[src/soc_pkg.sv]
// Shared types and constants for the subsequence occurrence counter.
package soc_pkg;
  localparam int MaxPattern = 16;
  localparam int CountBits = 48;
  localparam int LenBits = $clog2(MaxPattern + 1);
  localparam int IdxBits = (MaxPattern > 1) ? $clog2(MaxPattern) : 1;
  localparam int QDepth = 2;

  typedef enum logic [1:0] {
    OP_CLEAR  = 2'd0,
    OP_APPEND = 2'd1,
    OP_TEXT   = 2'd2,
    OP_END    = 2'd3
  } op_t;

  typedef struct packed {
    op_t         op;
    logic [63:0] value;
  } req_t;

  localparam logic [CountBits-1:0] CountMax = '1;

  // IEEE double equality on bit patterns
  function automatic logic dbl_eq(input logic [63:0] a, input logic [63:0] b);
    logic a_nan;
    logic b_nan;
    logic both_zero;
    a_nan = (a[62:52] == 11'h7ff) && (a[51:0] != '0);
    b_nan = (b[62:52] == 11'h7ff) && (b[51:0] != '0);
    both_zero = (a[62:0] == '0) && (b[62:0] == '0);
    return !a_nan && !b_nan && ((a == b) || both_zero);
  endfunction
endpackage

[src/soc_front.sv]
// Front end: accepts requests and queues them for the counter row.
module soc_front import soc_pkg::*; (
  input  logic       clk,
  input  logic       rst,
  input  logic [1:0] op,
  input  logic [63:0] value,
  input  logic       valid,
  output logic       ready,
  output req_t       q_req,
  output logic       q_valid,
  input  logic       q_ready
);
  req_t             mem [QDepth];
  logic             wr_ptr;
  logic             rd_ptr;
  logic [1:0]       fill;
  logic             push;
  logic             pop;

  assign ready   = (fill != 2'(QDepth));
  assign push    = valid && ready;
  assign q_valid = (fill != 2'd0);
  assign pop     = q_valid && q_ready;
  assign q_req   = mem[rd_ptr];

  // Store incoming request
  always_ff @(posedge clk) begin
    if (push) begin
      mem[wr_ptr] <= '{op: op_t'(op), value: value};
    end
  end

  // Advance pointers and fill count
  always_ff @(posedge clk) begin
    if (rst) begin
      wr_ptr <= 1'b0;
      rd_ptr <= 1'b0;
      fill   <= 2'd0;
    end else begin
      if (push) wr_ptr <= ~wr_ptr;
      if (pop) rd_ptr <= ~rd_ptr;
      fill <= fill + 2'(push) - 2'(pop);
    end
  end
endmodule

[config.mk]
export PLATFORM = sky130hd
export DESIGN_NAME = soc_front
export DESIGN_NICKNAME = d
export VERILOG_FILES = /design/src/soc_pkg.sv /design/src/soc_front.sv
export SDC_FILE = /design/constraint.sdc
export NUM_CORES = 1
export LEC_CHECK = 0
export BUFFER_PORTS_ARGS = -buffer_cell sky130_fd_sc_hd__buf_2
export CAP_MARGIN = 30
export CORE_UTILIZATION = 37
export DETAILED_ROUTE_END_ITERATION = 8
export GPL_ROUTABILITY_DRIVEN = 0
export PLACE_DENSITY_LB_ADDON = 0.12
export SLEW_MARGIN = 10
export SYNTH_ARGS = -nofsm -noshare
export SYNTH_HDL_FRONTEND = slang
export SYNTH_SLANG_ARGS = --single-unit
export TNS_END_PERCENT = 30
[constraint.sdc]
create_clock -name clk -period 10.75 [get_ports clk]
set_input_delay 1.075 -clock clk [delete_from_list [all_inputs] [get_ports clk]]
set_output_delay 1.075 -clock clk [all_outputs]
set_load 0.005 [all_outputs]
After elaboration in Yosys (flattened, before gate mapping) --
Memory sizes are Yosys's and may differ from the RTL's. A register that Yosys moved wholly into a read port is not among the register bits. Index checks and enable logic that the tools add are counted.
Operators by class: reduce and logical (&&, ||, !) cells 3, equality and inequality tests 1, bitwise operators 2, muxes and demuxes 4, add/sub/neg operators 2
Operators with widths (count):
- 1-bit 2-to-1 mux | 4
- 2-bit by 1-bit adder with 2-bit output | 1
- 1-bit logical AND | 2
- 2-bit inequality test (second input constant) | 1
- 1-bit inverter | 2
- 2-bit nonzero test | 1
- 2-bit by 1-bit subtractor with 2-bit output | 1
Storage, ports and cells: register bits 4, input port bits 70, memories 1, RAM bits 132, output and inout bits 68
Memories:
- mem | depth 2, width 66, rd ports 1, clocked after memory_dff 1, wr ports 1, RTL line soc_front.sv:13 | req_t mem [QDepth];

Logic depth before layout (Yosys ltp) --
depth in word-level cells 4, gate-level depth with buffers 8, gate-level depth less buffers 8

Least setup slack after synthesis --
No wires, ideal clock.
path type input to register, start point input port valid, end point memory mem[0][0] (netlist bit) (enable), data required time 10.260 ns, cell stages on the path 2, path slack 6.343 ns, data arrival time 3.916 ns, path buffers 0, cells stage by stage nand2_1 -> nor2_1
On the way: cells in the longest elaborated chain, start to end 3
Ends and longest elaborated chain:
- start: declaration | RTL line soc_front.sv:7 | input logic valid,
- 1-bit logical AND | RTL line soc_front.sv:21 | assign push = valid && ready;
- 1-bit 2-to-1 mux | RTL line soc_front.sv:28 | if (push) begin
- 1-bit 2-to-1 mux (implied by the code) | RTL line soc_front.sv:29 | mem[wr_ptr] <= '{op: op_t'(op), value: value};
- end: declaration | RTL line soc_front.sv:13
No other way between the ends.

==> metrics <==
status finished, final reports clean; Setup TNS 0 ns; cts hold-fix bufs 0; achievable frequency 0.297 GHz; largest area contributor in the netlist edfxtp_1; worst-path cell chain buf_4, mux2_2, buf_2; die area 0.0144 mm^2; Power Density 237 mW/mm^2; Synth Area in Simple Gates 0.0109; Vias 2587; largest net degree at the start of global routing 67; Crit-path slowest cell dfxtp_4; syn_area_per_cell 22.5 um^2; Longest Clk Path Bufs 2; row cnt 42; crit end category output pin; syn_nets 301; placed instance area 0.00604 mm^2; Min Hold Slack 0.522 ns; final non-filler cell total 571; Post-Syn Area 0.00515 mm^2; number of diodes 0; die height 120 um; clock slew at reported path FFs 0.05 ns; HP Class reg -> reg; DPL Wire Length 5460 um; CTS Buf Count 17; Setup Skew 0.00428 ns; Setup CP Type reg -> out; first-pass GRT wire length 13400 um; max incr delay on CP 0.83 ns; maximum fanout along the worst path 40; Lkg Pwr 2.56 nW; final setup vio count 0; Post-Synthesis Cells 229; final hold violations 0; WP data required 9.68 ns; Slew Limit Fails 0; most common cell after layout, fill and taps aside buf_2; total congestion overflow 0; sequential share of the synthesized area 0.789; post-synthesis xor/xnor area fraction 0.00510; GRT Overall Usage 0.128; Sink Count 137; Buf/Inv on CP 2; Synth Area in Adders 0.00486; number of nets in the layout 454; Yosys Warn Count 0; nature of the critical path startpoint flip-flop; Post-CTS Resized 0; Clk Latency, worst-skew pair 0.41 ns; crit share post-route 0.313; Synth cell types 17; Syn-to-layout area delta 28.4%; IR drop worst, VDD 0.000106 V; Max Cap Viol 0; TritonCTS clock tree done; synthesized flop and latch total 137; min cycle time layout 3.37 ns; number of global-route vias before repair 2719; worst slew pin tran 0.733 ns; DRC Markers 0; H-tree lvl count 4; Root Driver clkbuf_16; Compound-Gate Fraction of Synth Area 0.00146; Synth area leaders edfxtp_1 77%, mux2_4 12%, mux2_2 5.9%; fin area 0.00662 mm^2; Vias/cell 4.53; Post-DRT Antenna Nets 0; Worst slew margin 0.511; Setup Fix Bufs, Post-CTS 0; # port buffers 137; WL per Instance 15.2 um; CP arrival 2.29 ns; mux contribution to synthesized area 0.176; delay-heaviest family, CP flip-flops; largest family of logic cells by synthesized area multiplexers; most frequent cells in the layout 137 x buf_2, 132 x edfxtp_1, 40 x mux2_4; initial antenna violation count 0; chip width 120 um; Starting Density 0.385; # IOs 138; RSZ-0062 raised after global routing no; Initial DRC Count 114; placed cells 538; power consumption 0.00157 W; core area 0.0134 mm^2; first drt pass iteration count 4; Routed WL 8650 um; share of Yosys cell area claimed by the top area cell type 0.769; share of cells above drive strength 1 0.605
[report_power, final]
part | switching (W) | total, W | internal (W) | leakage [nW]
logic | 0.000132 | 0.000319 | 0.000187 | 1.02
clock network | 0.000196 | 0.000532 | 0.000336 | 0.269
registers | 0.0000437 | 0.000716 | 0.000672 | 1.28
[synth_stat cells, drive strengths merged]
library cell and instances:
ha 2, or2 1, inv 1, nand2b 1
dfxtp 5, edfxtp 132, nor2b 2, o21a 1
mux2 67, buf 7, and3 1, xor2 1
nand2 1, xnor2 2, nor2 5
[layout make-up]
| cell class | instances | area, um^2 |
|---|---|---|
| Clock inverter | 11 | 105 |
| Multi-Input combinational cell | 84 | 1030 |
| Inverter | 1 | 3.75 |
| Clock buffer | 21 | 440 |
| Timing Repair Buffer | 141 | 748 |
| Tap cell | 176 | 220 |
| Fill cell | 1154 | 6780 |
| Sequential cell | 137 | 4070 |
[state kept, by name, summed over array words and instances (netlist names), named ones only]
name and flops:
rd_ptr 1, mem 132, fill 2, wr_ptr 1
[per-layer routing]
| metal | track usage | up-vias | routed length [um] |
|---|---|---|---|
| met5 | 0 | - | 0 |
| met4 | 0.0727 | 0 | 187 |
| met3 | 0.0580 | 17 | 758 |
| met2 | 0.193 | 112 | 3990 |
| met1 | 0.151 | 1247 | 3710 |
| li1 | - | 1211 | - |
[logic make-up after synthesis]
group                    Yosys count
AND/OR/NAND/NOR                   11
adder cells (fa/ha/maj)            2
flip-flops                       137
XOR/XNOR                           3
buffers and inverters              8
multiplexers                      67
AO/OA/AOI/OAI                      1
[final timing paths]
check	start	end	slack (ns)	depth (start not counted)
min reg2reg	rd_ptr	flip-flop	0.52	2
max reg2reg	fill[0]	mem[0][60]	9.03	4
min	rd_ptr	flip-flop	0.52	2
max	flip-flop	q_req[18]	7.38	3
[per-stage QoR]
stage	util	worst slack [ns]
2_1_floorplan	-	6.34
6_report	0.494	7.38
3_5_place_dp	0.451	7.74
3_3_place_gp	0.450	7.67
5_1_grt	0.494	7.23
4_1_cts	0.492	7.30
[worst register-to-register path, delay by kind of cell (launching register included)]
kind,cells,cell delay (ns)
buffers and inverters,1,0.45
flip-flops,1,0.37
AND/OR/NAND/NOR,3,0.51
Power figures use the tool's default switching activity.
