==> src/soc_pkg.sv <==
// Shared types and constants for the subsequence occurrence counter.
package soc_pkg;
  localparam int MaxPattern = 16;
  localparam int CountBits = 48;
  localparam int LenBits = $clog2(MaxPattern + 1);
  localparam int IdxBits = (MaxPattern > 1) ? $clog2(MaxPattern) : 1;
  localparam int QDepth = 2;

  typedef enum logic [1:0] {
    OP_CLEAR  = 2'd0,
    OP_APPEND = 2'd1,
    OP_TEXT   = 2'd2,
    OP_END    = 2'd3
  } op_t;

  typedef struct packed {
    op_t         op;
    logic [63:0] value;
  } req_t;

  localparam logic [CountBits-1:0] CountMax = '1;

  // IEEE double equality on bit patterns
  function automatic logic dbl_eq(input logic [63:0] a, input logic [63:0] b);
    logic a_nan;
    logic b_nan;
    logic both_zero;
    a_nan = (a[62:52] == 11'h7ff) && (a[51:0] != '0);
    b_nan = (b[62:52] == 11'h7ff) && (b[51:0] != '0);
    both_zero = (a[62:0] == '0) && (b[62:0] == '0);
    return !a_nan && !b_nan && ((a == b) || both_zero);
  endfunction
endpackage

==> src/soc_back.sv <==
// Back end: pattern store, counter row and result register.
module soc_back import soc_pkg::*; (
  input  logic                 clk,
  input  logic                 rst,
  input  req_t                 q_req,
  input  logic                 q_valid,
  output logic                 q_ready,
  output logic [CountBits-1:0] count,
  output logic                 pattern_overflow,
  output logic                 out_valid,
  input  logic                 out_ready
);
  logic [63:0]          pat [MaxPattern];
  logic [CountBits-1:0] ctr [MaxPattern];
  logic [LenBits-1:0]   plen;
  logic                 ovf;
  logic                 take;
  logic [CountBits-1:0] final_cnt;

  // An end request needs the result slot free or draining
  assign q_ready = (q_req.op != OP_END) || !out_valid || out_ready;
  assign take    = q_valid && q_ready;
  assign final_cnt = (plen == '0) ? CountBits'(1) : ctr[IdxBits'(plen - LenBits'(1))];

  // Append pattern elements
  always_ff @(posedge clk) begin
    if (take && q_req.op == OP_APPEND && plen < LenBits'(MaxPattern)) begin
      pat[IdxBits'(plen)] <= q_req.value;
    end
  end

  // Update control state and counter row
  always_ff @(posedge clk) begin
    if (rst) begin
      plen <= '0;
      ovf  <= 1'b0;
      for (int j = 0; j < MaxPattern; j++) ctr[j] <= '0;
    end else if (take) begin
      case (q_req.op)
        OP_CLEAR: begin
          plen <= '0;
          ovf  <= 1'b0;
          for (int j = 0; j < MaxPattern; j++) ctr[j] <= '0;
        end
        OP_APPEND: begin
          if (plen < LenBits'(MaxPattern)) plen <= plen + LenBits'(1);
          else ovf <= 1'b1;
          for (int j = 0; j < MaxPattern; j++) ctr[j] <= '0;
        end
        OP_TEXT: begin
          for (int j = 0; j < MaxPattern; j++) begin
            if (LenBits'(j) < plen && dbl_eq(q_req.value, pat[j])) begin
              logic [CountBits-1:0] prev;
              logic [CountBits:0]   s;
              prev = (j == 0) ? CountBits'(1) : ctr[(j == 0) ? 0 : j - 1];
              s = {1'b0, ctr[j]} + {1'b0, prev};
              ctr[j] <= s[CountBits] ? CountMax : s[CountBits-1:0];
            end
          end
        end
        default: begin
          for (int j = 0; j < MaxPattern; j++) ctr[j] <= '0;
        end
      endcase
    end
  end

  // Result register
  always_ff @(posedge clk) begin
    if (rst) begin
      out_valid <= 1'b0;
    end else if (take && q_req.op == OP_END) begin
      out_valid <= 1'b1;
    end else if (out_ready) begin
      out_valid <= 1'b0;
    end
  end

  always_ff @(posedge clk) begin
    if (take && q_req.op == OP_END) begin
      count            <= final_cnt;
      pattern_overflow <= ovf;
    end
  end
endmodule

==> config.mk <==
export PLATFORM = sky130hd
export DESIGN_NAME = soc_back
export DESIGN_NICKNAME = d
export VERILOG_FILES = /design/src/soc_pkg.sv /design/src/soc_back.sv
export SDC_FILE = /design/constraint.sdc
export NUM_CORES = 2
export LEC_CHECK = 0
export BUFFER_PORTS_ARGS = -buffer_cell sky130_fd_sc_hd__buf_2
export CAP_MARGIN = 30
export CORE_AREA = 2 2 666 668
export DETAILED_ROUTE_END_ITERATION = 7
export DIE_AREA = 0 0 668 670
export PLACE_DENSITY_LB_ADDON = 0.05
export RECOVER_POWER = 100
export SETUP_SLACK_MARGIN = 0.02
export SLEW_MARGIN = 20
export SYNTH_ARGS = -nofsm -noshare
export SYNTH_HDL_FRONTEND = slang
export SYNTH_SLANG_ARGS = --single-unit
==> constraint.sdc <==
create_clock -name clk -period 8.61 [get_ports clk]
set_clock_uncertainty 0.05 [all_clocks]
set_input_delay 1.722 -clock clk [delete_from_list [all_inputs] [get_ports clk]]
set_output_delay 1.722 -clock clk [all_outputs]
set_load 0.01 [all_outputs]
Yosys cells after proc, flatten, opt, wreduce, memory -nomap -nowiden
Memory sizes are Yosys's and may differ from the RTL's. A register that Yosys moved wholly into a read port is not among the register bits.
Cells that the tools add are included.
{"block": "totals", "in_bits": 70, "ramBits": 1792, "memories": 2, "reg_bits": 8}
{"block": "op_classes", "muxes": 182, "reduce_logical": 162, "eq_ne": 39, "magnitude_cmp": 17, "n_addsub": 18, "n_bitwise": 64}
{"memory": "pat", "depth": 16, "word_bits": 64, "rd": 16, "rd_clocked_by_memory_dff": 0, "write_ports": 1, "line": "soc_back.sv:13", "source": "logic [63:0] pat [MaxPattern];"}
{"memory": "ctr", "depth": 16, "word_bits": 48, "rd": 17, "rd_clocked_by_memory_dff": 1, "write_ports": 16, "line": "soc_back.sv:14", "source": "logic [CountBits-1:0] ctr [MaxPattern];"}
{"op": "48-bit 2-to-1 mux", "n": 80}
{"op": "63-bit zero test", "n": 17}
{"op": "64-bit equality test", "n": 16}
{"op": "52-bit nonzero test", "n": 17}
{"op": "48-bit by 48-bit adder with 49-bit output", "n": 15}
{"op": "11-bit equality test (second input constant)", "n": 17}
{"op": "1-bit 2-to-1 mux", "n": 99}
{"op": "1-bit logical AND", "n": 85}
{"op": "1-bit OR", "n": 64}
{"op": "48-bit by 1-bit adder with 49-bit output (second input constant)", "n": 1}
{"op": "4-bit by 5-bit < comparator with 1-bit output (first input constant)", "n": 8}
{"op": "3-bit by 5-bit < comparator with 1-bit output (first input constant)", "n": 4}
{"op": "1-bit zero test", "n": 18}
{"op": "1-bit logical OR", "n": 18}
{"op": "1-bit by 5-bit < comparator with 1-bit output (first input constant)", "n": 2}
{"op": "2-bit by 5-bit < comparator with 1-bit output (first input constant)", "n": 2}
{"op": "5-bit case mux with 2 select lines", "n": 1}
{"op": "3-bit AND reduction", "n": 2}
{"op": "5-bit by 1-bit adder with 5-bit output (second input constant)", "n": 1}
{"op": "5-bit zero test", "n": 1}
{"op": "5-bit < comparator (second input constant)", "n": 1}
{"op": "5-bit 2-to-1 mux", "n": 1}
{"op": "2-bit equality test (second input constant)", "n": 2}
{"op": "2-bit != test (second input constant)", "n": 2}
{"op": "7 further kinds", "n": 8}

Depth between registers and ports, before layout
{"block": "depth", "ltp_word": 13, "mapped_depth": 17}

Worst setup path after synthesis
Ideal clock, no wire load.
{"block": "synth_path", "kind": "input -> register", "start": "in q_valid", "end": "mem pat[3][0], enable pin", "setup_ps": 565, "required_ps": 7995, "stages": 6, "setup_slack_ps": 1028, "arrival_ps": 6967, "n_path_buf": 1, "cell_sequence": "nor2b_1 clkbuf_1 nand2_1 nor2_1 nand2_1 nor3_1"}
{"block": "synth_between", "elab_chain_cells": 5}
{"item": "start: declaration", "line": "soc_back.sv:6", "source": "input logic q_valid,"}
{"item": "1-bit logical AND", "line": "soc_back.sv:22", "source": "assign take = q_valid && q_ready;"}
{"item": "1-bit logical AND (2 in series)", "line": "soc_back.sv:27", "source": "if (take && q_req.op == OP_APPEND && plen < LenBits'(MaxPattern)) begin"}
{"item": "1-bit 2-to-1 mux", "line": "soc_back.sv:27"}
{"item": "1-bit 2-to-1 mux (not written as such)", "line": "soc_back.sv:28", "source": "pat[IdxBits'(plen)] <= q_req.value;"}
{"item": "end: declaration", "line": "soc_back.sv:13"}
No other way between the ends.

==> reports/results.txt <==
outcome - finished with violations
failing checks - max-capacitance violations, max-slew violations
Worst-Skew Late Latency - 1010 ps
io pins - 121
Area Overhead vs Synth - 13.4%
CTS Buf Count - 245
placed cell area - 127000 µm²
path depth of the worst reg2reg path - 6
WHS - 432 ps
mean post-synth cell area - 10.5 µm²
Vias per Instance - 5.29
Final setup viols - 0
H-tree levels - 4
arrival time at the worst endpoint - 7930 ps
Post-CTS Setup Inserts - 0
met3 global-route usage - 2.15%
synthesis warning total - 0
CTS tree - yes
ys async rst share - 0%
R2R setup slack - 2020 ps
via count - 92900
Post-Syn Nets - 12100
Reg-to-Reg Start - plen[3]
slew of the pin with the lowest slew margin - 4160 ps
max frequency - 0.136 GHz
Worst setup EP type - register
sw power - 6570 µW
DR iter-0 viols - 8222
Starting Density - 26.9%
Routed WL - 498000 µm
clock network fraction of total power - 45.1%
Setup crit end - ctr[8][46]
max cap viols - 82
port bufs - 120
commonest non-fill, non-tap cell in the layout - edfxtp_1
largest net degree at the start of global routing - 143
# hold bufs at CTS - 0
crit path from - q_req[12]
WP data required - 9170 ps
top post-synthesis cells by area - edfxtp_1 (37%), xnor2_1 (8.0%), ha_1 (7.7%)
GPL Wtd Cong - 0.890
Most Crowded Layer GR - met2
Cell variety after synth - 100
CTS Sinks - 1848
Avg WL per Cell - 28.4 µm
M2 GR Usage - 37.1%
cts repair resizes - 0
die area - 448000 µm²
Final min period - 7370 ps
Die Ht - 670 µm
Final Cell Area - 134000 µm²
Yosys top cell area share - 36.9%
power share of the combinational group - 12.6%
Post-Synthesis Cells - 11300
Seq/Total Area, Yosys - 43.5%
DRC Markers - 0
area leader, netlist - edfxtp_1
HPWL after DPL - 378000 µm
ys flop type - edfxtp_1
#FFs+latches synth - 1848
Tot Pwr - 23600 µW
grt met1 use - 28.7%
internal power - 17100 µW
sw frac - 27.8%
Core Box Area - 440000 µm²
startpoint types - primary input
Fin Setup TNS - 0 ps
Final Cycle Share - 85.6%
Nets - 12300
CP Max Fanout - 27
DR pass1 iterations - 5
maximum VDD drop - 0.204 mV
post-route antenna net violation count - 0
synthesized area - 119000 µm²
first-pass GRT wire length - 703000 µm
CTS root buffer - clkbuf_16
number of global-route vias before repair - 92500
Worst-path clk slew - 50 ps
most frequent cells in the layout - edfxtp_1 (1457), xnor2_1 (1089), a21oi_1 (960)
Tot GR Track Use - 21.6%
Core Rows - 244
critical path type - in2reg
worst hold path class - reg2reg
pwr/cell area - 176 nW/µm²
Pins Over Slew Limit - 2290
slew margin rel. - -178%
initial antenna violation count - 25
Die Span X - 668 µm
number of synthesized flops with an enable pin - 1457
sequential share of power - 42.3%
RSZ-0062 raised after global routing - no
maximum root-to-sink buffer count - 4
worst flop-to-flop path endpoint - pat[0][62]
Final Hold Vio Count - 0
P_leak - 0.0491 µW
fraction of layout cells with a size suffix above 1 - 7.03%
gr ovfl total - 0
## critical path, cell delays in order
cell and delay [ps]:
clkbuf_1 980, clkbuf_1 1490, clkbuf_1 1020, xor2_1 140, nor4_1 420, nand4_1 180, nor4_2 180, clkbuf_1 550
o221a_2 320, nand2b_2 540, buf_12 280
## state kept, by name (all words and copies together), names as in the netlist
register	cells
plen	5
ovf	1
count	48
pattern_overflow	1
out_valid	1
pat	1024
ctr	768
## power groups by stage
stage                     clock (µW)  sequential (µW)  combinational, µW
final                          10700            10000               2970
after global routing           11300            10000               3210
after CTS                      11000            10000               3020
after detailed placement           0            10200               3000
after global placement             0            10200               3010
after floorplan                    0            10100               1920
## logic make-up (layout without fill, tap and decap cells)
| logic type | after synthesis | in the layout | share of synthesized area, % |
|---|---|---|---|
| buffers and inverters | 725 | 1033 | 2.45 |
| flip-flops | 1848 | 1848 | 43.5 |
| AND/OR/NAND/NOR | 2931 | 2931 | 12.5 |
| XOR/XNOR | 1638 | 1638 | 12.1 |
| adder cells (fa/ha/maj) | 741 | 741 | 7.91 |
| AO/OA/AOI/OAI | 3206 | 3206 | 17.4 |
| multiplexers | 247 | 247 | 4.12 |
| other | 0 | 7 | 0 |
## final cells by class
type | instances | area [µm²]
Inverter | 199 | 748
Clock buffer | 307 | 6640
Clock inverter | 142 | 1500
Multi-Input combinational cell | 8763 | 64400
Fill cell | 45600 | 306000
Timing Repair Buffer | 385 | 2120
Tap cell | 5904 | 7390
Antenna cell | 7 | 17.5
Sequential cell | 1848 | 51600
## Yosys cell counts, types with 75 or more instances
| cell type | number |
|---|---|
| a211oi_1 | 211 |
| a21o_1 | 458 |
| a21oi_1 | 962 |
| a31oi_1 | 75 |
| and3_1 | 86 |
| buf_2 | 93 |
| clkbuf_1 | 379 |
| dfxtp_1 | 391 |
| edfxtp_1 | 1457 |
| ha_1 | 726 |
| inv_1 | 198 |
| mux4_2 | 193 |
| nand2_1 | 713 |
| nand2b_1 | 104 |
| nand3_1 | 182 |
| nand4_1 | 378 |
| nor2_1 | 565 |
| nor2b_1 | 157 |
| nor3_1 | 149 |
| nor4_1 | 422 |
| o21a_1 | 329 |
| o21ai_0 | 582 |
| o21bai_1 | 102 |
| xnor2_1 | 1089 |
| xor2_1 | 549 |
## layer usage
metal | share of wire, % | routed length, µm | up-vias
met4 | 3.5 | 17400 | 2
met2 | 48 | 241000 | 2525
li1 | - | - | 43400
met3 | 4.3 | 21400 | 535
met5 | 0.0026 | 13 | -
met1 | 44 | 219000 | 46500
## worst min path at each step
stage	startpoint	endpoint	slack (ps)	cells past startpoint
floorplan	ovf	pattern_overflow	360	0
global placement	ctr[13][0]	ctr[13][0]	440	2
detailed placement	ctr[15][39]	ctr[15][39]	430	2
CTS	ctr[15][39]	ctr[15][39]	440	2
global route	ctr[15][39]	ctr[15][39]	460	2
finish	ctr[15][39]	ctr[15][39]	430	2
## through the flow
stage                     worst slack [ps]  utilization (%)  instances
after global placement                 313             28.9      17100
after detailed placement              1820             28.9      17100
final                                 1240             30.5      17600
after floorplan                       1030                -      11300
after CTS                             2790             30.8      17500
after global routing                  1250             30.5      17600
Power figures use the tool's default switching activity.
